### config.mk
export PLATFORM = sky130hd
export DESIGN_NAME = nps_fifo
export DESIGN_NICKNAME = d
export VERILOG_FILES = /design/src/design/nps_fifo.sv
export SDC_FILE = /design/constraint.sdc
export NUM_CORES = 1
export LEC_CHECK = 0
export BUFFER_PORTS_ARGS = -buffer_cell sky130_fd_sc_hd__buf_2
export CAP_MARGIN = 20
export CORE_MARGIN = 8
export CORE_UTILIZATION = 25
export DETAILED_ROUTE_END_ITERATION = 12
export PLACE_DENSITY = 0.5
export SYNTH_ARGS = -nofsm -noshare
export SYNTH_HDL_FRONTEND = slang
export SYNTH_SLANG_ARGS = --single-unit
### constraint.sdc
create_clock -name clk -period 7.06 [get_ports clk]
set_input_delay 2.118 -clock clk [delete_from_list [all_inputs] [get_ports clk]]
set_output_delay 2.118 -clock clk [all_outputs]
set_load 0.02 [all_outputs]
### src/design/nps_fifo.sv
// ----------------------------------------------------------------------------
// nps_fifo
// Short register queue between the phase front end and the evaluator.
// ----------------------------------------------------------------------------
module nps_fifo #(
  parameter int W     = 32,
  parameter int DEPTH = 2
) (
  input  logic         clk,
  input  logic         rst_n,
  input  logic         push,
  input  logic [W-1:0] push_data,
  output logic         full,
  input  logic         pop,
  output logic         not_empty,
  output logic [W-1:0] head_data
);
  localparam int AW = (DEPTH > 1) ? $clog2(DEPTH) : 1;

  logic [W-1:0]  mem_r [DEPTH];
  logic [AW-1:0] wr_ptr_r, wr_ptr_nxt;
  logic [AW-1:0] rd_ptr_r, rd_ptr_nxt;
  logic [AW:0]   count_r, count_nxt;

  assign full      = (count_r == (AW+1)'(DEPTH));
  assign not_empty = (count_r != '0);
  assign head_data = mem_r[rd_ptr_r];

  always_comb begin
    wr_ptr_nxt = wr_ptr_r;
    rd_ptr_nxt = rd_ptr_r;
    count_nxt  = count_r;
    if (push) begin
      wr_ptr_nxt = (wr_ptr_r == AW'(DEPTH-1)) ? '0 : wr_ptr_r + AW'(1);
    end
    if (pop) begin
      rd_ptr_nxt = (rd_ptr_r == AW'(DEPTH-1)) ? '0 : rd_ptr_r + AW'(1);
    end
    if (push && !pop) begin
      count_nxt = count_r + (AW+1)'(1);
    end else if (pop && !push) begin
      count_nxt = count_r - (AW+1)'(1);
    end
  end

  always_ff @(posedge clk) begin
    if (!rst_n) begin
      wr_ptr_r <= '0;
      rd_ptr_r <= '0;
      count_r  <= '0;
    end else begin
      wr_ptr_r <= wr_ptr_nxt;
      rd_ptr_r <= rd_ptr_nxt;
      count_r  <= count_nxt;
    end
  end

  always_ff @(posedge clk) begin
    if (push) begin
      mem_r[wr_ptr_r] <= push_data;
    end
  end

  a_no_overflow: assert property (@(posedge clk) disable iff (!rst_n)
    push |-> (!full || pop))
    else $error("Queue written while full.");

  a_no_underflow: assert property (@(posedge clk) disable iff (!rst_n)
    pop |-> not_empty)
    else $error("Queue read while empty.");

endmodule

## Yosys cells after proc, flatten, opt, wreduce, memory -nomap -nowiden

Memories as Yosys holds them, arrays and structs flattened. A register that Yosys moved wholly into a read port is not among the register bits.
Cells that the tools add are included.

| word-level totals | value |
|---|---|
| register bits after elaboration | 4 |
| RAM bits | 64 |
| bits of input ports | 36 |
| word-level logic and storage cells | 23 |
| memories | 1 |

Memory list:

| memory | words | width | rd ports | clocked after memory_dff | write ports | RTL line | source |
|---|---|---|---|---|---|---|---|
| mem_r | 2 | 32 | 1 | 1 | 1 | 20 | `logic [W-1:0] mem_r [DEPTH];` |

| operators by class | value |
|---|---|
| $add $sub $neg | 4 |
| eq/ne operators | 1 |
| mux-type cells | 8 |
| reductions and logical operators | 6 |

Operator list:

| kind | number |
|---|---|
| 2-to-1 mux 1 bit | 6 |
| 2-to-1 mux 2 bit | 2 |
| nonzero test 2 bit | 2 |
| adder 1 bit (second input constant) | 2 |
| adder 2 x 1 -> 2 bit (second input constant) | 1 |
| == test 2 bit (second input constant) | 1 |
| logical AND 1 bit | 2 |
| zero test 1 bit | 2 |
| subtractor 2 x 1 -> 2 bit (second input constant) | 1 |

## Longest topological paths before layout

Gate-level depths: netlist of the first run.

| logic depth | value |
|---|---|
| depth after elaboration | 4 |
| gate-level depth with buffers | 5 |
| depth with buffers taken out | 5 |

## Least setup slack after synthesis of the first run

No wires, ideal clock.

| path | value |
|---|---|
| path kind | input to register |
| start | input push |
| end | memory mem_r[0][0] (enable) |
| library setup time | 426 ps |
| arrival | 3,597 ps |
| required time | 6,634 ps |
| path slack | 3,037 ps |
| stages | 1 |
| path buffers | 0 |
| path through | nor2b_1 |

| between the ends | value |
|---|---|
| word-level cells in the longest chain between the ends | 2 |

Ends and longest elaborated chain:

| what | RTL line | source |
|---|---|---|
| start: declaration | 11 | `input logic push,` |
| 2-to-1 mux 1 bit | 59 | `if (push) begin` |
| 2-to-1 mux 1 bit (not written as such) | 60 | `mem_r[wr_ptr_r] <= push_data;` |
| end: declaration | 20 |  |

Every way passes these cells.

==> flow_summary.toml, run 1 <==
[power]
peakVddDrop_uv = 117
switching_share_pct = 24.4
p_leak_nw = 1.21
powerDensity_mw_per_mm2 = 283
p_clk_share_pct = 35.7
combPwrFrac_pct = 12.1
p_seq_share_pct = 52.1
intPower_uw = 692
netSwitchingPower_uw = 223

[sta]
skew_ns = 0.0128
tns_ns = 0
tightest_slew_ns = 0.991
min_period_ns = 3.72
slew_violations = 0
finalHoldViolations = 0
timing.fmax_ghz = 0.269
finalSetupViolations = 0
slew_headroom_pct = 33.8
rsz0062_at_grt = "false"
timing.final.crit_share_pct = 52.7
hold_ws_ns = 0.511

[route]
dr_total_vias = 1346
drcViolationCount = 0
first_pass_iters = 4
wl_mm = 4.86
via_per_inst = 3.99
antenna_left = 0
drtIter0Drc = 48
avgRoutedWirePerCell_um = 14.4

[critical_path]
cp_num_buf_inv = 2
cp.required_ns = 4.94
path_delay_family = "buffers and inverters"
slowest_delay_ns = 0.40
start_kind = "flip-flop"
crit_slowest_cell = "mux2_2"
r2r_start = "wr_ptr_r$_SDFFE_PN0P_"
worst-path-max-fanout = 32
worst-r2r-cell-count = 1
worstPathArrival_ns = 1.60
worstReg2RegEnd = "mem_r[0][19]$_DFFE_PP_"
crit_type = "reg2out"
crit_path_cell_trace = "buf_4 -> mux2_2 -> buf_2"
setup.worst_path.end_class = "primary output"
r2r_slack_ns = 5.53

[clock_network]
post_cts_buffers = 0
root_buffer = "clkbuf_8"
cts_hold_buf = 0
clk_pin_slew_ns = 0.08
cts_tree = "built"
clk_latency_ns = 0.34
cts.sinks = 69
htreeDepth = 3
cts_buffer_depth = 2
post_cts_resized = 0
cts_made_buffers = 9

[yosys]
synth_area_leader_cell = "edfxtp_1"
ys_seq_elements = 69
netlist.area_leader.share_pct = 75.9
yosys-top-cells-area = "edfxtp_1 (76%), mux2_2 (13%), dfxtp_1 (4.0%), and2_1 (0.99%), buf_4 (0.89%)"
netlist_instances = 122
yosysWarnings = 0
synthesis.area_mm2 = 0.00253
synth_area_per_cell_um2 = 20.7
synth_seq_area_share_pct = 79.9
synth_nets = 159
yosysUniqueCellTypes = 18

[cells_and_area]
nets = 236
antennaDiodeCount = 0
syn_to_final_growth_pct = 27.9
layout_commonest_cell = "buf_2"
layout_common_cells = "buf_2 (69), edfxtp_1 (64), mux2_2 (30)"
layout-drive-gt1-share_pct = 58.8

[floorplan]
io_pins = 70
num_rows = 36
start_util_pct = 25.8
die_y_um = 117
core_area_mm2 = 0.00982
die_area_mm2 = 0.0136
dieWidth_um = 117

[placement]
gp_congestion = 0.616
dp_hpwl_mm = 3.16
io_buffers = 69

[hold_path]
hold_depth = 2
hp-class = "reg2reg"
min_from = "count_r[1]$_SDFFE_PN0P_"
hold_end = "count_r[1]$_SDFFE_PN0P_"

[global_routing]
grt_usage_pct = 7.46
antenna_found_initial = 0
grt_overflow = 0
grt_start_max_net_pins = 34
grt_pass1_vias = 1480
grt_pass1_wl_mm = 7.34

[run_status]
status = "finished, final reports clean"

[flow_run]
drv_cap = 0
-- power groups by stage --
stage	Clock, mW	Combinational, mW	Sequential [mW]
global route	0.357	0.122	0.479
floorplan	0	0.0737	0.485
finish	0.327	0.111	0.477
detailed placement	0	0.115	0.486
global placement	0	0.114	0.486
CTS	0.340	0.115	0.477
-- cells by family after synthesis --
| group | share of synthesized area [%] |
|---|---|
| flops | 79.9 |
| mux | 14.2 |
| simple gates | 2.32 |
| buf+inv | 1.24 |
| compound gates | 0.791 |
| xor+xnor | 1.04 |
| fa+ha+maj | 0.494 |
-- per-layer routing --
layer	track usage [%]	part of all wire, %	vias up
met5	0	0	-
met4	5.12	1.7	0
met3	3.00	7.7	8
met2	12.4	51	41
met1	7.61	39	674
li1	-	-	623
-- metrics by stage --
stage / instances / power [mW] / cell area, µm² / setup WS [ns] / util (%)
after global placement: 321 / 0.600 / 3030 / 3.57 / 30.9
after global routing: 337 / 0.958 / 3240 / 3.22 / 33.0
after detailed placement: 321 / 0.601 / 3030 / 3.56 / 30.9
after CTS: 337 / 0.932 / 3240 / 3.27 / 33.0
final: 337 / 0.915 / 3240 / 3.34 / 33.0
after floorplan: 122 / 0.559 / 2530 / 3.04 / -
-- worst max-delay path by stage --
stage | endpoint | depth (start not counted)
final | head_data[15] | 3
after global routing | head_data[25] | 3
after CTS | head_data[15] | 3
after detailed placement | mem_r[0][31]$_DFFE_PP_ | 2
after global placement | mem_r[0][31]$_DFFE_PP_ | 2
after floorplan | mem_r[0][0]$_DFFE_PP_ | 1
-- sequential cells by signal, summed over array words and instances (netlist names), named ones only --
register	cells
rd_ptr_r	1
mem_r	64
count_r	2
wr_ptr_r	1
-- layout make-up --
class	instances	area, µm²
repair buffers	70	353
clock buffers	10	138
well taps	133	166
multi-input cells	48	487
clock inverters	6	67.6
fillers	1016	6580
inverters	1	3.75
flip-flops and latches	69	2020
-- tightest hold or removal path: cells and delay by family, from the launching register on --
family         cells  cell delay, ns
AO/OA/AOI/OAI      2            0.14
flip-flops         1            0.33
-- cells in the mapped netlist, drive strengths merged --
library cell	number
and2	4
a21boi	1
xnor2	1
inv	1
dfxtp	5
mux2	32
ha	1
and2b	1
o21ai	1
or2	1
or3	1
xor2	2
edfxtp	64
clkbuf	1
o21a	1
nor2b	2
buf	3
Note: power is estimated with default switching activity, not from simulation.
==> run 2: changes to the inputs <==
==> constraint.sdc (replaced) <==
create_clock -name clk -period 3.9 [get_ports clk]
set_input_delay 1.17 -clock clk [delete_from_list [all_inputs] [get_ports clk]]
set_output_delay 1.17 -clock clk [all_outputs]
set_load 0.02 [all_outputs]
==> run 2 against run 1 <==
Against the previous run: first-iteration DRC count is 31% lower; die area stayed put; via count is 0.52% lower; sequential cell count stayed put; critical path depth stayed put; worst hold slack worse by 0.0067 ns; non-clock buffer count stayed put; cell count stayed put; total power is 87% higher; clock-buffer cell count is 1 lower; combinational power is 82% higher; critical path type unchanged; critical endpoint is now head_data[6]; largest power group unchanged.
==> flow_summary.toml, run 2 (synthesis results as in run 1) <==
[critical_path]
crit_type = "reg2out"
worst-r2r-cell-count = 1
worstReg2RegEnd = "mem_r[0][19]$_DFFE_PP_"
worstPathArrival_ns = 1.61
cp_num_buf_inv = 2
cp.required_ns = 2.73
setup.worst_path.end_class = "primary output"
path_delay_family = "buffers and inverters"
r2r_slack_ns = 2.35
crit_slowest_cell = "mux2_2"
crit_path_cell_trace = "buf_4 -> mux2_2 -> buf_2"
slowest_delay_ns = 0.40
start_kind = "flip-flop"
r2r_start = "wr_ptr_r$_SDFFE_PN0P_"
worst-path-max-fanout = 32

[global_routing]
grt_overflow = 0
grt_start_max_net_pins = 34
grt_usage_pct = 7.64
grt_pass1_vias = 1494
grtUsageMet3_pct = 2.74
grt_util_met2_pct = 12.3
grt-busiest-layer = "met2"
globalRouteMet1Util_pct = 8.19
grt_pass1_wl_mm = 7.47
antenna_found_initial = 0

[floorplan]
num_rows = 36
dieWidth_um = 117
die_area_mm2 = 0.0136
start_util_pct = 25.8
core_area_mm2 = 0.00982
io_pins = 70
die_y_um = 117

[clock_network]
post_cts_buffers = 0
cts_buffer_depth = 2
htreeDepth = 3
cts_hold_buf = 0
cts_made_buffers = 9
clk_latency_ns = 0.34
post_cts_resized = 0
clk_pin_slew_ns = 0.08
cts_tree = "built"
cts.sinks = 69
root_buffer = "clkbuf_8"

[sta]
slew_violations = 0
tightest_slew_ns = 1.03
skew_ns = 0.00775
finalSetupViolations = 0
timing.fmax_ghz = 0.360
slew_headroom_pct = 31.2
finalHoldViolations = 0
rsz0062_at_grt = "false"
hold_ws_ns = 0.505
tns_ns = 0
min_period_ns = 2.78
timing.final.crit_share_pct = 71.2

[cells_and_area]
antennaDiodeCount = 0
final_util_pct = 33.1
max_flop_register = "mem_r"
largest_reg_flops = 64
fin_area_mm2 = 0.00325
layout_commonest_cell = "buf_2"
nets = 236
reg.largest.list = "mem_r (64), count_r (2)"
syn_to_final_growth_pct = 28.6
layout-drive-gt1-share_pct = 58.8
layout_common_cells = "buf_2 (69), edfxtp_1 (64), mux2_2 (30)"

[hold_path]
hp-class = "reg2reg"
min_from = "count_r[1]$_SDFFE_PN0P_"
hold_depth = 2
hold_end = "count_r[1]$_SDFFE_PN0P_"

[power]
netSwitchingPower_uw = 408
switching_share_pct = 23.9
powerDensity_mw_per_mm2 = 525
p_clk_share_pct = 37.6
intPower_mw = 1.30
p_seq_share_pct = 50.5
p_leak_nw = 1.22
peakVddDrop_uv = 159
power_mw = 1.71
combPwrFrac_pct = 11.8

[route]
dr_total_vias = 1339
drtIter0Drc = 33
first_pass_iters = 4
drcViolationCount = 0
wl_mm = 4.93
via_per_inst = 3.97
antenna_left = 0
avgRoutedWirePerCell_um = 14.6

[placement]
io_buffers = 69
dp_hpwl_mm = 3.13
placed_area_mm2 = 0.00303
gp_congestion = 0.616

[flow_run]
drv_cap = 0

[run_status]
status = "finished, final reports clean"
[run 2: changes by cell type in the layout (fill, tap and decap cells not counted), sizes merged]
cell,previous run,this run
clkinv,1,3
bufinv,1,2
clkbuf,10,9
clkinvlp,2,1
inv,3,2
[run 2: cell type report]
cell class / instances / area [µm²]
clock buffer: 9 / 124
clock inverter: 7 / 98.8
fill: 998 / 6570
inverter: 1 / 3.75
multi-input combinational: 48 / 487
sequential: 69 / 2020
tap: 133 / 166
timing repair buffer: 70 / 353
[run 2: worst max-delay path by stage]
stage               cells after the start                      to
finish                                  3            head_data[6]
global route                            3            head_data[6]
CTS                                     3           head_data[15]
detailed placement                      2  mem_r[0][23]$_DFFE_PP_
global placement                        2  mem_r[0][31]$_DFFE_PP_
floorplan                               1   mem_r[0][0]$_DFFE_PP_
[run 2: power groups by stage]
stage	registers [mW]	clock network [mW]	logic (mW)
after global routing	0.867	0.704	0.221
final	0.863	0.643	0.202
after floorplan	0.878	0	0.133
after global placement	0.879	0	0.206
after detailed placement	0.880	0	0.208
after CTS	0.864	0.674	0.209
[run 2: through the flow]
| step | worst slack [ns] | cells |
|---|---|---|
| after global placement | 1.36 | 321 |
| after global routing | 0.985 | 337 |
| after CTS | 1.04 | 337 |
| final | 1.12 | 337 |
| after detailed placement | 1.32 | 321 |
| after floorplan | 0.825 | 122 |
[run 2: tightest hold or removal path: stages (launching register included)]
cell,delay (ns)
dfxtp_1,0.33
o21ai_0,0.07
a21boi_1,0.06
[run 2: layer usage]
| metal | vias up | wire length [µm] |
|---|---|---|
| li1 | 621 | - |
| met1 | 667 | 2050 |
| met2 | 43 | 2480 |
| met3 | 8 | 273 |
| met5 | - | 0 |
| met4 | 0 | 116 |
==> run 3: changes to the inputs <==
--- a/config.mk
+++ b/config.mk
@@ -10,7 +10,7 @@
 export CORE_MARGIN = 8
 export CORE_UTILIZATION = 25
 export DETAILED_ROUTE_END_ITERATION = 12
-export PLACE_DENSITY = 0.5
+export PLACE_DENSITY = 0.52
 export SYNTH_ARGS = -nofsm -noshare
 export SYNTH_HDL_FRONTEND = slang
 export SYNTH_SLANG_ARGS = --single-unit
==> constraint.sdc (replaced) <==
create_clock -name clk -period 2.3 [get_ports clk]
set_input_delay 0.69 -clock clk [delete_from_list [all_inputs] [get_ports clk]]
set_output_delay 0.69 -clock clk [all_outputs]
set_load 0.02 [all_outputs]
==> run 3 against run 2 <==
Against the previous run: sequential share of layout area shrank 0.66 points; highest routed layer unchanged; critical path depth is the same; total power grew 69%; largest cell class unchanged; sequential cell count is the same.
==> flow_summary.toml, run 3 (synthesis results as in run 1) <==
[clock_network]
cts.sinks = 69
htreeDepth = 3
cts_buffer_depth = 2
cts_made_buffers = 9
cts_hold_buf = 0
cts_tree = "built"
post_cts_buffers = 0
root_buffer = "clkbuf_8"
clk_pin_slew_ns = 0.08
post_cts_resized = 0
clk_latency_ns = 0.33

[sta]
tns_ns = 0
finalHoldViolations = 0
skew_ns = 0.00616
finalSetupViolations = 0
timing.fmax_ghz = 0.466
layout_setup_ws_ns = 0.155
tightest_slew_ns = 0.256
min_period_ns = 2.15
hold_ws_ns = 0.516
rsz0062_at_grt = "false"
timing.final.crit_share_pct = 93.3
slew_violations = 0
slew_headroom_pct = 82.9

[placement]
io_buffers = 69
gp_congestion = 0.631
dp_slack_ns = 0.469
dp_hpwl_mm = 3.42
placed_cells = 325

[route]
dr_total_vias = 1340
avgRoutedWirePerCell_um = 14.6
first_pass_iters = 4
wl_mm = 4.99
antenna_left = 0
drtIter0Drc = 56
via_per_inst = 3.93
drcViolationCount = 0

[cells_and_area]
instances_no_fill = 341
antennaDiodeCount = 0
largest_reg_flops = 64
layout-drive-gt1-share_pct = 59.1
layout_commonest_cell = "buf_2"
layout_common_cells = "buf_2 (69), edfxtp_1 (64), mux2_2 (30)"
max_flop_register = "mem_r"
syn_to_final_growth_pct = 30.0
nets = 240
reg.largest.list = "mem_r (64), count_r (2)"

[power]
switching_share_pct = 23.3
powerDensity_mw_per_mm2 = 876
p_leak_nw = 1.24
peakVddDrop_uv = 373
netSwitchingPower_uw = 672
p_clk_share_pct = 36.9
intPower_mw = 2.21
p_seq_share_pct = 50.8
combPwrFrac_pct = 12.3

[global_routing]
grt_usage_pct = 7.81
antenna_found_initial = 0
grt_overflow = 0
grt_pass1_wl_mm = 7.72
grt_start_max_net_pins = 34
grt_pass1_vias = 1564

[critical_path]
setup.worst_path.end_class = "primary output"
worst-path-max-fanout = 16
cp.required_ns = 1.61
start_kind = "flip-flop"
worstPathArrival_ns = 1.46
crit_type = "reg2out"

[floorplan]
start_util_pct = 25.8
io_pins = 70
dieWidth_um = 117
core_area_mm2 = 0.00982
die_area_mm2 = 0.0136
num_rows = 36
die_y_um = 117

[hold_path]
hp-class = "reg2reg"

[run_status]
status = "finished, final reports clean"

[flow_run]
drv_cap = 0
-- run 3: metrics by stage --
stage	instance area [µm²]	total power, mW	util, %
2_1_floorplan	2530	1.71	-
3_3_place_gp	3070	1.85	31.3
3_5_place_dp	3070	1.86	31.3
4_1_cts	3290	2.94	33.5
5_1_grt	3290	3.03	33.5
6_report	3290	2.88	33.5
-- run 3: area by class of cell --
| type | count | area (µm²) |
|---|---|---|
| inverter | 1 | 3.75 |
| clock inverter | 6 | 87.6 |
| tap | 133 | 166 |
| multi-input combinational | 48 | 487 |
| fill | 1003 | 6530 |
| sequential | 69 | 2020 |
| timing repair buffer | 74 | 395 |
| clock buffer | 10 | 128 |
-- run 3: power groups by stage --
stage	sequential [mW]	combinational, mW	clock (mW)
finish	1.46	0.354	1.06
global route	1.47	0.385	1.17
CTS	1.46	0.366	1.11
detailed placement	1.49	0.365	0
global placement	1.49	0.362	0
floorplan	1.49	0.227	0
-- run 3: path summary, 6_finish.rpt --
check	depth (start not counted)	start	endpoint	slack, ns
max reg2reg	2	wr_ptr_r$_SDFFE_PN0P_	mem_r[1][19]$_DFFE_PP_	1.15
max	3	flip-flop	head_data[29]	0.15
min	2	count_r[1]$_SDFFE_PN0P_	count_r[1]$_SDFFE_PN0P_	0.52
min reg2reg	2	count_r[1]$_SDFFE_PN0P_	count_r[1]$_SDFFE_PN0P_	0.52
-- run 3: critical path: stages (launching register included) --
cell and delay (ns):
dfxtp_1 0.33, buf_4 0.25, mux2_2 0.38, buf_2 0.16
-- run 3: layer usage --
metal | vias to the layer above | share of wire, % | track usage (%)
li1 | 631 | - | -
met1 | 661 | 40 | 7.90
met2 | 42 | 51 | 13.3
met3 | 6 | 7.5 | 3.77
met4 | 0 | 1.5 | 3.84
met5 | - | 0 | 0
