--- src/design/nps_pkg.sv ---
// ----------------------------------------------------------------------------
// nps_pkg
// Types, codes and constants shared by the oscillator's modules.
// ----------------------------------------------------------------------------
package nps_pkg;

  typedef struct packed {
    logic [23:0] freq_hz;
  } in_item_t;

  typedef struct packed {
    logic signed [15:0] sine;
    logic signed [15:0] cosine;
    logic signed [15:0] sin_cos_product;
  } out_item_t;

  typedef struct packed {
    logic [31:0] inv_rate;
  } cfg_item_t;

  // Queue word: quadrant on top, 30-bit fraction below.
  typedef struct packed {
    logic [1:0]  quad;
    logic [29:0] frac;
  } phase_word_t;

  typedef enum logic [3:0] {
    ST_IDLE,
    ST_X2,
    ST_A1,
    ST_A2,
    ST_A3,
    ST_A4,
    ST_B1,
    ST_B2,
    ST_B3,
    ST_B4,
    ST_COMB,
    ST_PROD
  } bk_state_t;

  localparam logic [1:0] QUAD_0 = 2'd0;
  localparam logic [1:0] QUAD_1 = 2'd1;
  localparam logic [1:0] QUAD_2 = 2'd2;
  localparam logic [1:0] QUAD_3 = 2'd3;

  localparam logic [31:0] INV_RATE_RST = 32'd24932236;

  localparam logic signed [33:0] COEF0 = 34'sd759250125;
  localparam logic signed [33:0] COEF1 = -34'sd1192626842;
  localparam logic signed [33:0] COEF2 = -34'sd936687224;
  localparam logic signed [33:0] COEF3 = 34'sd490440867;
  localparam logic signed [33:0] COEF4 = 34'sd192597430;
  localparam logic signed [33:0] COEF5 = -34'sd60461802;
  localparam logic signed [33:0] COEF6 = -34'sd15833536;
  localparam logic signed [33:0] COEF7 = 34'sd3434502;
  localparam logic signed [33:0] COEF8 = 34'sd679036;

  // Round a value with 15 extra fraction bits to nearest (halves up) and
  // saturate to Q1.15.
  function automatic logic signed [15:0] q15_sat(input logic signed [35:0] v);
    logic signed [35:0] t;
    logic signed [20:0] r;
    t = v + 36'sd16384;
    r = t[35:15];
    if (r > 21'sd32767) begin
      return 16'sh7fff;
    end else if (r < -21'sd32768) begin
      return 16'sh8000;
    end
    return r[15:0];
  endfunction

endpackage

--- src/design/nps_chan_if.sv ---
// ----------------------------------------------------------------------------
// nps_chan_if
// Valid/ready channel carrying one payload of a given type.
// ----------------------------------------------------------------------------
interface nps_chan_if #(
  parameter type T = logic
);
  logic valid;
  logic ready;
  T     data;

  modport source (output valid, output data, input ready);
  modport sink   (input valid, input data, output ready);
endinterface

--- src/design/nps_back.sv ---
// ----------------------------------------------------------------------------
// nps_back
// Polynomial evaluator: one shared multiplier steps through both Horner
// chains, then the quadrant signs, saturation and the product are applied.
// ----------------------------------------------------------------------------
module nps_back
  import nps_pkg::*;
(
  input  logic        clk,
  input  logic        rst_n,
  input  logic        q_not_empty,
  input  phase_word_t q_data,
  output logic        q_pop,
  nps_chan_if.source  out_ch
);
  localparam logic signed [63:0] RND30 = 64'sd536870912;

  bk_state_t          state_r, state_nxt;
  logic [1:0]         quad_r;
  logic signed [29:0] x_r;
  logic signed [29:0] x2_r;
  logic signed [33:0] a_r, b_r;
  logic signed [15:0] sin_r, cos_r;
  out_item_t          out_data_r;
  logic               out_valid_r;

  logic signed [29:0] mul_a;
  logic signed [33:0] mul_b;
  logic signed [33:0] addend;
  logic signed [63:0] mul_p;
  logic signed [63:0] mul_rnd;
  logic signed [33:0] step_res;
  logic signed [34:0] sn_raw, cs_raw;
  logic signed [31:0] sc_p;
  logic               out_free;

  assign out_free     = !out_valid_r || out_ch.ready;
  assign out_ch.valid = out_valid_r;
  assign out_ch.data  = out_data_r;
  assign q_pop        = (state_r == ST_IDLE) && q_not_empty;

  assign mul_p    = mul_a * mul_b;
  assign mul_rnd  = mul_p + RND30;
  assign step_res = addend + mul_rnd[63:30];
  assign sc_p     = sin_r * cos_r;

  always_comb begin
    mul_a  = x2_r;
    mul_b  = a_r;
    addend = '0;
    unique case (state_r)
      ST_X2: begin
        mul_a = x_r;
        mul_b = 34'(x_r);
      end
      ST_A1: begin
        mul_b  = COEF8;
        addend = COEF6;
      end
      ST_A2: addend = COEF4;
      ST_A3: addend = COEF2;
      ST_A4: addend = COEF0;
      ST_B1: begin
        mul_b  = COEF7;
        addend = COEF5;
      end
      ST_B2: begin
        mul_b  = b_r;
        addend = COEF3;
      end
      ST_B3: begin
        mul_b  = b_r;
        addend = COEF1;
      end
      ST_B4: begin
        mul_a = x_r;
        mul_b = b_r;
      end
      default: begin
        mul_a  = x2_r;
        mul_b  = a_r;
        addend = '0;
      end
    endcase
  end

  always_comb begin
    case (quad_r)
      QUAD_0: begin
        sn_raw = 35'(a_r) - 35'(b_r);
        cs_raw = 35'(a_r) + 35'(b_r);
      end
      QUAD_1: begin
        sn_raw = 35'(a_r) + 35'(b_r);
        cs_raw = 35'(b_r) - 35'(a_r);
      end
      QUAD_2: begin
        sn_raw = 35'(b_r) - 35'(a_r);
        cs_raw = -35'(a_r) - 35'(b_r);
      end
      default: begin
        sn_raw = -35'(a_r) - 35'(b_r);
        cs_raw = 35'(a_r) - 35'(b_r);
      end
    endcase
  end

  always_comb begin
    state_nxt = state_r;
    unique case (state_r)
      ST_IDLE: begin
        if (q_not_empty) begin
          state_nxt = ST_X2;
        end
      end
      ST_X2:   state_nxt = ST_A1;
      ST_A1:   state_nxt = ST_A2;
      ST_A2:   state_nxt = ST_A3;
      ST_A3:   state_nxt = ST_A4;
      ST_A4:   state_nxt = ST_B1;
      ST_B1:   state_nxt = ST_B2;
      ST_B2:   state_nxt = ST_B3;
      ST_B3:   state_nxt = ST_B4;
      ST_B4:   state_nxt = ST_COMB;
      ST_COMB: state_nxt = ST_PROD;
      ST_PROD: begin
        if (out_free) begin
          state_nxt = ST_IDLE;
        end
      end
      default: state_nxt = ST_IDLE;
    endcase
  end

  always_ff @(posedge clk) begin
    if (!rst_n) begin
      state_r     <= ST_IDLE;
      out_valid_r <= 1'b0;
    end else begin
      state_r <= state_nxt;
      if (state_r == ST_PROD && out_free) begin
        out_valid_r <= 1'b1;
      end else if (out_ch.ready) begin
        out_valid_r <= 1'b0;
      end
    end
  end

  always_ff @(posedge clk) begin
    if (q_pop) begin
      quad_r <= q_data.quad;
      x_r    <= {~q_data.frac[29], q_data.frac[28:0]};
    end
    case (state_r)
      ST_X2:                      x2_r <= step_res[29:0];
      ST_A1, ST_A2, ST_A3, ST_A4: a_r  <= step_res;
      ST_B1, ST_B2, ST_B3, ST_B4: b_r  <= step_res;
      ST_COMB: begin
        sin_r <= q15_sat(36'(sn_raw));
        cos_r <= q15_sat(36'(cs_raw));
      end
      default: ;
    endcase
    if (state_r == ST_PROD && out_free) begin
      out_data_r.sine            <= sin_r;
      out_data_r.cosine          <= cos_r;
      out_data_r.sin_cos_product <= q15_sat(36'(sc_p));
    end
  end

  a_pop_starts: assert property (@(posedge clk) disable iff (!rst_n)
    q_pop |=> state_r == ST_X2)
    else $error("Evaluator did not start after taking a queue entry.");

  a_out_from_prod: assert property (@(posedge clk) disable iff (!rst_n)
    $rose(out_valid_r) |-> $past(state_r) == ST_PROD)
    else $error("Result raised without a finished evaluation.");

  a_prod_leaves: assert property (@(posedge clk) disable iff (!rst_n)
    (state_r == ST_PROD && out_free) |=> (state_r == ST_IDLE && out_valid_r))
    else $error("Finished result was not handed to the output register.");

endmodule

--- src/flat_wrapper.sv ---
// flat-port wrapper written by rule: the top's interface ports become plain ports
module nps_back_flat import nps_pkg::*;
  (clk, rst_n, q_not_empty, q_data, q_pop, out_ch_valid, out_ch_data, out_ch_ready);
  nps_chan_if out_ch_i ();
  input  logic clk;
  input  logic rst_n;
  input  logic q_not_empty;
  input  phase_word_t q_data;
  output logic q_pop;
  output wire logic [$bits(out_ch_i.valid)-1:0] out_ch_valid;
  output wire logic [$bits(out_ch_i.data)-1:0] out_ch_data;
  input wire logic [$bits(out_ch_i.ready)-1:0] out_ch_ready;
  assign out_ch_valid = out_ch_i.valid;
  assign out_ch_data = out_ch_i.data;
  assign out_ch_i.ready = out_ch_ready;
  nps_back u_core (.clk(clk), .rst_n(rst_n), .q_not_empty(q_not_empty), .q_data(q_data), .q_pop(q_pop), .out_ch(out_ch_i));
endmodule
--- config.mk ---
export PLATFORM = sky130hd
export DESIGN_NAME = nps_back_flat
export DESIGN_NICKNAME = d
export VERILOG_FILES = /design/src/design/nps_pkg.sv /design/src/design/nps_chan_if.sv /design/src/design/nps_back.sv /design/src/flat_wrapper.sv
export SDC_FILE = /design/constraint.sdc
export NUM_CORES = 2
export LEC_CHECK = 0
export BUFFER_PORTS_ARGS = -buffer_cell sky130_fd_sc_hd__buf_2
export CAP_MARGIN = 20
export CORE_MARGIN = 10
export CORE_UTILIZATION = 65
export DETAILED_ROUTE_END_ITERATION = 10
export GPL_ROUTABILITY_DRIVEN = 0
export PLACE_DENSITY_LB_ADDON = 0.3
export SLEW_MARGIN = 15
export SYNTH_ARGS = -nofsm -noshare
export SYNTH_HDL_FRONTEND = slang
export SYNTH_SLANG_ARGS = --single-unit
--- constraint.sdc ---
create_clock -name clk -period 38.9 [get_ports clk]
set_clock_uncertainty 0.05 [all_clocks]
set_input_delay 3.89 -clock clk [delete_from_list [all_inputs] [get_ports clk]]
set_output_delay 3.89 -clock clk [all_outputs]
set_load 0.01 [all_outputs]
== Word level (Yosys, flattened, before mapping) ==
Index checks and enable logic that the tools add are counted.
Word-level totals
  bits in registers: 168
  output and inout port bits: 3
  input port bits: 36
  logic and storage cells: 84
Cells by class
  $add $sub $neg: 10
  reductions and logical operators: 12
  bitwise gates (word level): 1
  muxes and demuxes: 28
  eq/ne operators: 15
  $mul: 2
  order comparisons: 6
Operators by type and width (count)
  $pmux W34 S7: 1
  $pmux W35 S3: 2
  $pmux W34 S4: 1
  $mux W16: 6
  $add A35 B16 Y36 const B: 2
  $sub A34 B34 Y35: 2
  $add A64 B31 Y64 const B: 1
  $mul A30 B34 Y64: 1
  $pmux W4 S12: 1
  $gt A21 B16 Y1 const B: 2
  $lt A21 B16 Y1 const B: 2
  $add A34 B34 Y35: 1
  $neg A34 Y35: 1
  $sub A35 B34 Y35: 1
  $add A34 B34 Y34: 1
  $add A32 B16 Y33 const B: 1
  $mul A16 B16 Y32: 1
  $mux W30: 1
  $gt A18 B16 Y1 const B: 1
  $lt A18 B16 Y1 const B: 1
  $eq A4 B3 Y1 const B: 4
  $eq A4 B4 Y1 const B: 4
  $mux W1: 14
  $eq A4 B2 Y1 const B: 2
  other kinds (17): 20

== Longest topological paths before layout ==
  word-level depth: 9
  depth in mapped cells: 55
  depth with buffers taken out: 52

== Least setup slack after synthesis ==
OpenSTA, ideal clock, no wires.
  kind: reg2reg
  start point: reg u_core.state_r[0]
  end point: reg u_core.a_r[33] (data pin)
  cell stages (with the launch flop): 53
  clock period less this slack: 12.262 ns
  data required time: 38.586 ns
  slack: 26.638 ns
  arrival time: 11.947 ns
  setup time: 0.264 ns
  buffers on the path: 4
  cell sequence: dfxtp_1 clkbuf_1 nor2b_1 nand2_1 nor2_1 clkbuf_1 buf_1 a22oi_1 nand2_1 clkbuf_1 nand2_1 fa_1 inv_1 fa_1 fa_1 inv_1 fa_1 inv_1 [17 not listed] o21ai_0 a21boi_0 o21a_1 nor2_1 xnor2_1 ha_1 nand2_1 o21a_1 o31a_1 o21ai_0 a31oi_1 o221ai_1 nand2b_1 nand3_1 a31o_2 a21oi_1 xnor2_1 xnor2_1
Between the ends
  cells in the longest elaborated chain, start to end: 6
  elaborated cells on any way between the ends: 17
  those cells by class: add/sub (2); mul (1); eq/ne (9); mux (3); reduce/logical (2)
RTL lines
  start: declaration: RTL line nps_back.sv:18  | bk_state_t state_r, state_nxt;
  start signal: assignment: RTL line nps_back.sv:140  | state_r <= state_nxt;
  $eq A4 B3 Y1 (tied with other cells): RTL line nps_back.sv:51  | unique case (state_r)
  $reduce_or A3 Y1 (no line) or $reduce_or A2 Y1 (tied branches)
  $pmux W34 S4 or $mux W30 (tied branches): RTL line nps_back.sv:51
  $mul A30 B34 Y64: RTL line nps_back.sv:42  | assign mul_p = mul_a * mul_b;
  $add A64 B31 Y64: RTL line nps_back.sv:43  | assign mul_rnd = mul_p + RND30;
  $add A34 B34 Y34 (*): RTL line nps_back.sv:44  | assign step_res = addend + mul_rnd[63:30];
  via u_core.step_res[33]: RTL line nps_back.sv:32  | logic signed [33:0] step_res;
  end signal: assignment: RTL line nps_back.sv:156  | ST_A1, ST_A2, ST_A3, ST_A4: a_r <= step_res;
  end: declaration: RTL line nps_back.sv:22  | logic signed [33:0] a_r, b_r;
The timed path passes the listed nets; every way through them passes the cells marked *.
A chain may end at the register's enable or synchronous reset.

== Worst setup path after layout ==
  start point: reg u_core.state_r[2]
  end point: reg u_core.b_r[33] (data pin)
Between the ends
  cells in the longest elaborated chain, start to end: 6
  elaborated cells on any way between the ends: 17
  those cells by class: add/sub (2); mul (1); eq/ne (9); mux (3); reduce/logical (2)
RTL lines
  $eq A4 B3 Y1 (tied with other cells): RTL line nps_back.sv:51
  $reduce_or A3 Y1 (no line) or $reduce_or A2 Y1 (tied branches)
  $pmux W34 S4 or $mux W30 (tied branches): RTL line nps_back.sv:51
  $mul A30 B34 Y64: RTL line nps_back.sv:42
  $add A64 B31 Y64: RTL line nps_back.sv:43
  $add A34 B34 Y34 (*): RTL line nps_back.sv:44
  via u_core.step_res[33]: RTL line nps_back.sv:32
  end signal: assignment: RTL line nps_back.sv:157  | ST_B1, ST_B2, ST_B3, ST_B4: b_r <= step_res;
  end: declaration: RTL line nps_back.sv:22
Marks and branches as above.

==> out/metrics.csv <==
metric,value,unit
Crit path required time,39.06,ns
Ports,39,
max cap viols,0,
average wire length per cell after detail routing,23.0,microns
P&R area growth vs syn,3.64,%
"Distinct cells, synth",109,
number of global-route vias before repair,53387,
Die W,329,microns
CTS Hold Bufs,0,
async set-reset flop share out of synthesis,0,%
endpoints failing hold,0,
number of cells traversed by the worst register-to-register path,51,
TritonCTS clock tree,built,
WHS Path Cells,3,
number of pins with negative max-slew slack in the final report,0,
worst setup slack after layout,24.60,ns
clk sink count,168,
routed wire length,190,mm
share of synthesized area occupied by flip-flops and latches,8.04,%
fmax,69.9,MHz
Crit path max-delay family,compound AO/OA/AOI/OAI gates,
largest fanout of any net on the critical path,21,
clock transition at the register clock pins on the worst setup and hold paths after CTS,0.08,ns
Syn Std Cell Area,0.0621,sq mm
pin count of the biggest net entering global routing,50,
Clock Root Buffer,sky130_fd_sc_hd__clkbuf_16,
RSZ-0062 raised after global routing,no,
crit path launch type,register,
remaining routing DRC violations,0,
Die Area,0.108,sq mm
instance count on the critical path,51,
initial core utilization,65.5,%
cell row count,113,
worst slew margin relative to its limit,24.2,%
maximum level of the CTS H-tree,4,
most instantiated flip-flop cell in the synthesis netlist,sky130_fd_sc_hd__edfxtp_1,
detailed-router iteration count before antenna repair,9,
total routing resource utilization after global routing,35.4,%
number of nets with antenna violations after routing,0,
"buffers from clock root to sink, at most",2,
"Remaining Overflow, GRT",0,
ratio of final minimum period to clock period,36.8,%
Critical Path Max Stage Delay,0.92,ns
fraction of the core area covered by cells at the end of the flow,67.8,%
count of final setup violators,0,
Critical Setup Path Class,reg2reg,
average size of a mapped cell,8.76,sq um
hold_ws,0.712,ns
post-detailed-placement half-perimeter wirelength,153,mm
core region area,0.0949,sq mm
Nets,8835,
critical-path cell with the highest stage delay,sky130_fd_sc_hd__a211oi_1,
gate count after technology mapping,7091,
average vias per placed instance,6.17,
register bit count reported by yosys,168,
number of vias in the routed layout,50961,
synthesis warning total,0,
number of flops mapped to enable cells by yosys,163,
starting DRC count in detailed routing,5667,
hold crit path type,reg2reg,
net count after synthesis,8950,
count of buffer and inverter cells on the critical path,11,
setup TNS,0,ns
source-to-sink clock delay at the later pin of the worst-skew pair,0.48,ns
Critical Path Sink Type,register,
TritonCTS Buffers,17,
shortest clock period the worst path allows after layout,14.30,ns
CP Data Arrival Time,14.45,ns
slew at the pin closest to its max-slew limit,1.12,ns
worst setup slack after placement,25.06,ns
Port Buf Inserts,38,
die height,329,microns
result of the run,"finished, final reports clean",
share of post-route cells with drive strength above 1,4.36,%
setup fix buffers added after clock tree synthesis,0,
wire length of the first global-routing pass,297,mm
number of antenna violations at the first check in global routing,5,
number of gates given a new drive strength after cts,0,
-- cell usage after synthesis, types with 20 or more instances --
cell type / n / area [sq um]
sky130_fd_sc_hd__a22oi_1: 20 / 150
sky130_fd_sc_hd__and3_1: 23 / 144
sky130_fd_sc_hd__a21o_1: 60 / 450
sky130_fd_sc_hd__a31oi_1: 24 / 150
sky130_fd_sc_hd__xnor2_1: 125 / 1090
sky130_fd_sc_hd__o21ai_1: 22 / 110
sky130_fd_sc_hd__edfxtp_1: 163 / 4890
sky130_fd_sc_hd__nand4_1: 31 / 194
sky130_fd_sc_hd__nand2_1: 1100 / 4130
sky130_fd_sc_hd__nor4_1: 32 / 200
sky130_fd_sc_hd__nand2b_1: 45 / 282
sky130_fd_sc_hd__and2_1: 148 / 926
sky130_fd_sc_hd__o211ai_1: 29 / 218
sky130_fd_sc_hd__fa_1: 1338 / 26800
sky130_fd_sc_hd__nand3_1: 58 / 290
sky130_fd_sc_hd__clkbuf_1: 260 / 976
sky130_fd_sc_hd__or3_1: 26 / 163
sky130_fd_sc_hd__a211oi_1: 34 / 255
sky130_fd_sc_hd__inv_1: 1602 / 6010
sky130_fd_sc_hd__xor2_1: 36 / 315
sky130_fd_sc_hd__ha_1: 485 / 6070
sky130_fd_sc_hd__nor2b_1: 52 / 325
sky130_fd_sc_hd__a221oi_1: 21 / 184
sky130_fd_sc_hd__o21ai_0: 121 / 606
sky130_fd_sc_hd__o21a_1: 34 / 255
sky130_fd_sc_hd__mux2i_1: 46 / 460
sky130_fd_sc_hd__a21oi_1: 197 / 986
sky130_fd_sc_hd__nor3_1: 60 / 300
sky130_fd_sc_hd__nor2_1: 542 / 2030
sky130_fd_sc_hd__o31ai_1: 35 / 263
-- registers in the layout, summed over array words and instances (netlist names) --
register,flops
u_core.a_r,34
u_core.b_r,34
u_core.cos_r,16
u_core.out_ch.data,1
u_core.out_ch.valid,1
u_core.quad_r,2
u_core.sin_r,16
u_core.state_r,4
u_core.x2_r,30
u_core.x_r,30
-- logic make-up (layout without fill, tap and decap cells) --
kind of cell,Yosys count,after routing,share of synthesized area (%)
XOR/XNOR,161,161,2.27
flip-flops,168,168,8.04
other,0,2,0
multiplexers,55,55,0.977
buffers and inverters,1909,1807,11.6
AO/OA/AOI/OAI,794,794,8.79
AND/OR/NAND/NOR,2181,2181,15.4
adder cells (fa/ha/maj),1823,1823,52.9
-- worst reg2reg max path, delay by kind of cell (launching register included) --
family / cells / cell delay (ns)
and+or+nand+nor: 11 / 1.97
DFF: 1 / 0.70
xor gates and xnor gates: 3 / 0.39
AOI/OAI and AO/OA: 16 / 4.94
buffers and inverters: 11 / 1.45
adders and majority gates: 10 / 4.50
-- area by class of cell --
type                            instances  area, sq um
Clock inverter                         15          153
Clock buffer                           17          425
Sequential cell                       168         4990
Multi-Input combinational cell       5014        50000
Fill cell                            7477        30500
Antenna cell                            2         5.00
Tap cell                             1265         1580
Inverter                             1611         6050
Timing Repair Buffer                  164         1140
-- cells in the final DEF (no fill, tap or decap), types with 11 or more instances in the layout --
cell type                   instances
sky130_fd_sc_hd__inv_1           1602
sky130_fd_sc_hd__fa_1            1338
sky130_fd_sc_hd__nand2_1         1097
sky130_fd_sc_hd__nor2_1           540
sky130_fd_sc_hd__ha_1             485
sky130_fd_sc_hd__a21oi_1          195
sky130_fd_sc_hd__edfxtp_1         163
sky130_fd_sc_hd__and2_1           148
sky130_fd_sc_hd__xnor2_1          125
sky130_fd_sc_hd__buf_4            124
sky130_fd_sc_hd__o21ai_0          115
sky130_fd_sc_hd__a21o_1            60
sky130_fd_sc_hd__nor3_1            60
sky130_fd_sc_hd__nand3_1           58
sky130_fd_sc_hd__nor2b_1           51
sky130_fd_sc_hd__nand2b_1          45
sky130_fd_sc_hd__mux2i_1           40
sky130_fd_sc_hd__buf_2             39
sky130_fd_sc_hd__xor2_1            36
sky130_fd_sc_hd__o21a_1            34
sky130_fd_sc_hd__a211oi_1          34
sky130_fd_sc_hd__o31ai_1           34
sky130_fd_sc_hd__nor4_1            32
sky130_fd_sc_hd__nand4_1           31
sky130_fd_sc_hd__o211ai_1          29
sky130_fd_sc_hd__or3_1             26
sky130_fd_sc_hd__o21ai_1           24
sky130_fd_sc_hd__a31oi_1           24
sky130_fd_sc_hd__and3_1            22
sky130_fd_sc_hd__a221oi_1          20
sky130_fd_sc_hd__a22oi_1           20
sky130_fd_sc_hd__clkbuf_16         17
sky130_fd_sc_hd__or2_2             14
sky130_fd_sc_hd__a21oi_2           14
sky130_fd_sc_hd__o221ai_1          13
sky130_fd_sc_hd__a221o_1           11
-- final timing paths --
| check | slack, ns | to | start |
|---|---|---|---|
| worst max-delay path | 24.60 | u_core.b_r[33] | u_core.state_r[2] |
| worst min-delay path | 0.71 | u_core.state_r[0] | u_core.state_r[1] |
| worst max register to register | 24.60 | u_core.b_r[33] | u_core.state_r[2] |
| worst min register to register | 0.71 | u_core.state_r[0] | u_core.state_r[1] |
-- per-layer routing --
| metal | wire length, microns | global-route usage, % | vias to the layer above | part of all wire (%) |
|---|---|---|---|---|
| li1 | - | - | 21452 | - |
| met1 | 65900 | 44.4 | 24997 | 35 |
| met2 | 83200 | 54.6 | 3610 | 44 |
| met3 | 27600 | 11.4 | 891 | 15 |
| met4 | 13300 | 19.0 | 11 | 7.0 |
| met5 | 174 | 0.266 | - | 0.091 |
-- metrics by stage --
| stage | instance area (sq um) | std cells |
|---|---|---|
| final | 64400 | 8256 |
| after global routing | 64400 | 8254 |
| after CTS | 64300 | 8251 |
| after detailed placement | 63800 | 8219 |
| after global placement | 63800 | 8219 |
| after floorplan | 62100 | 7091 |
Power is not shown: default switching activity piles up to over one toggle a cycle in this logic, so the estimate is an artifact.
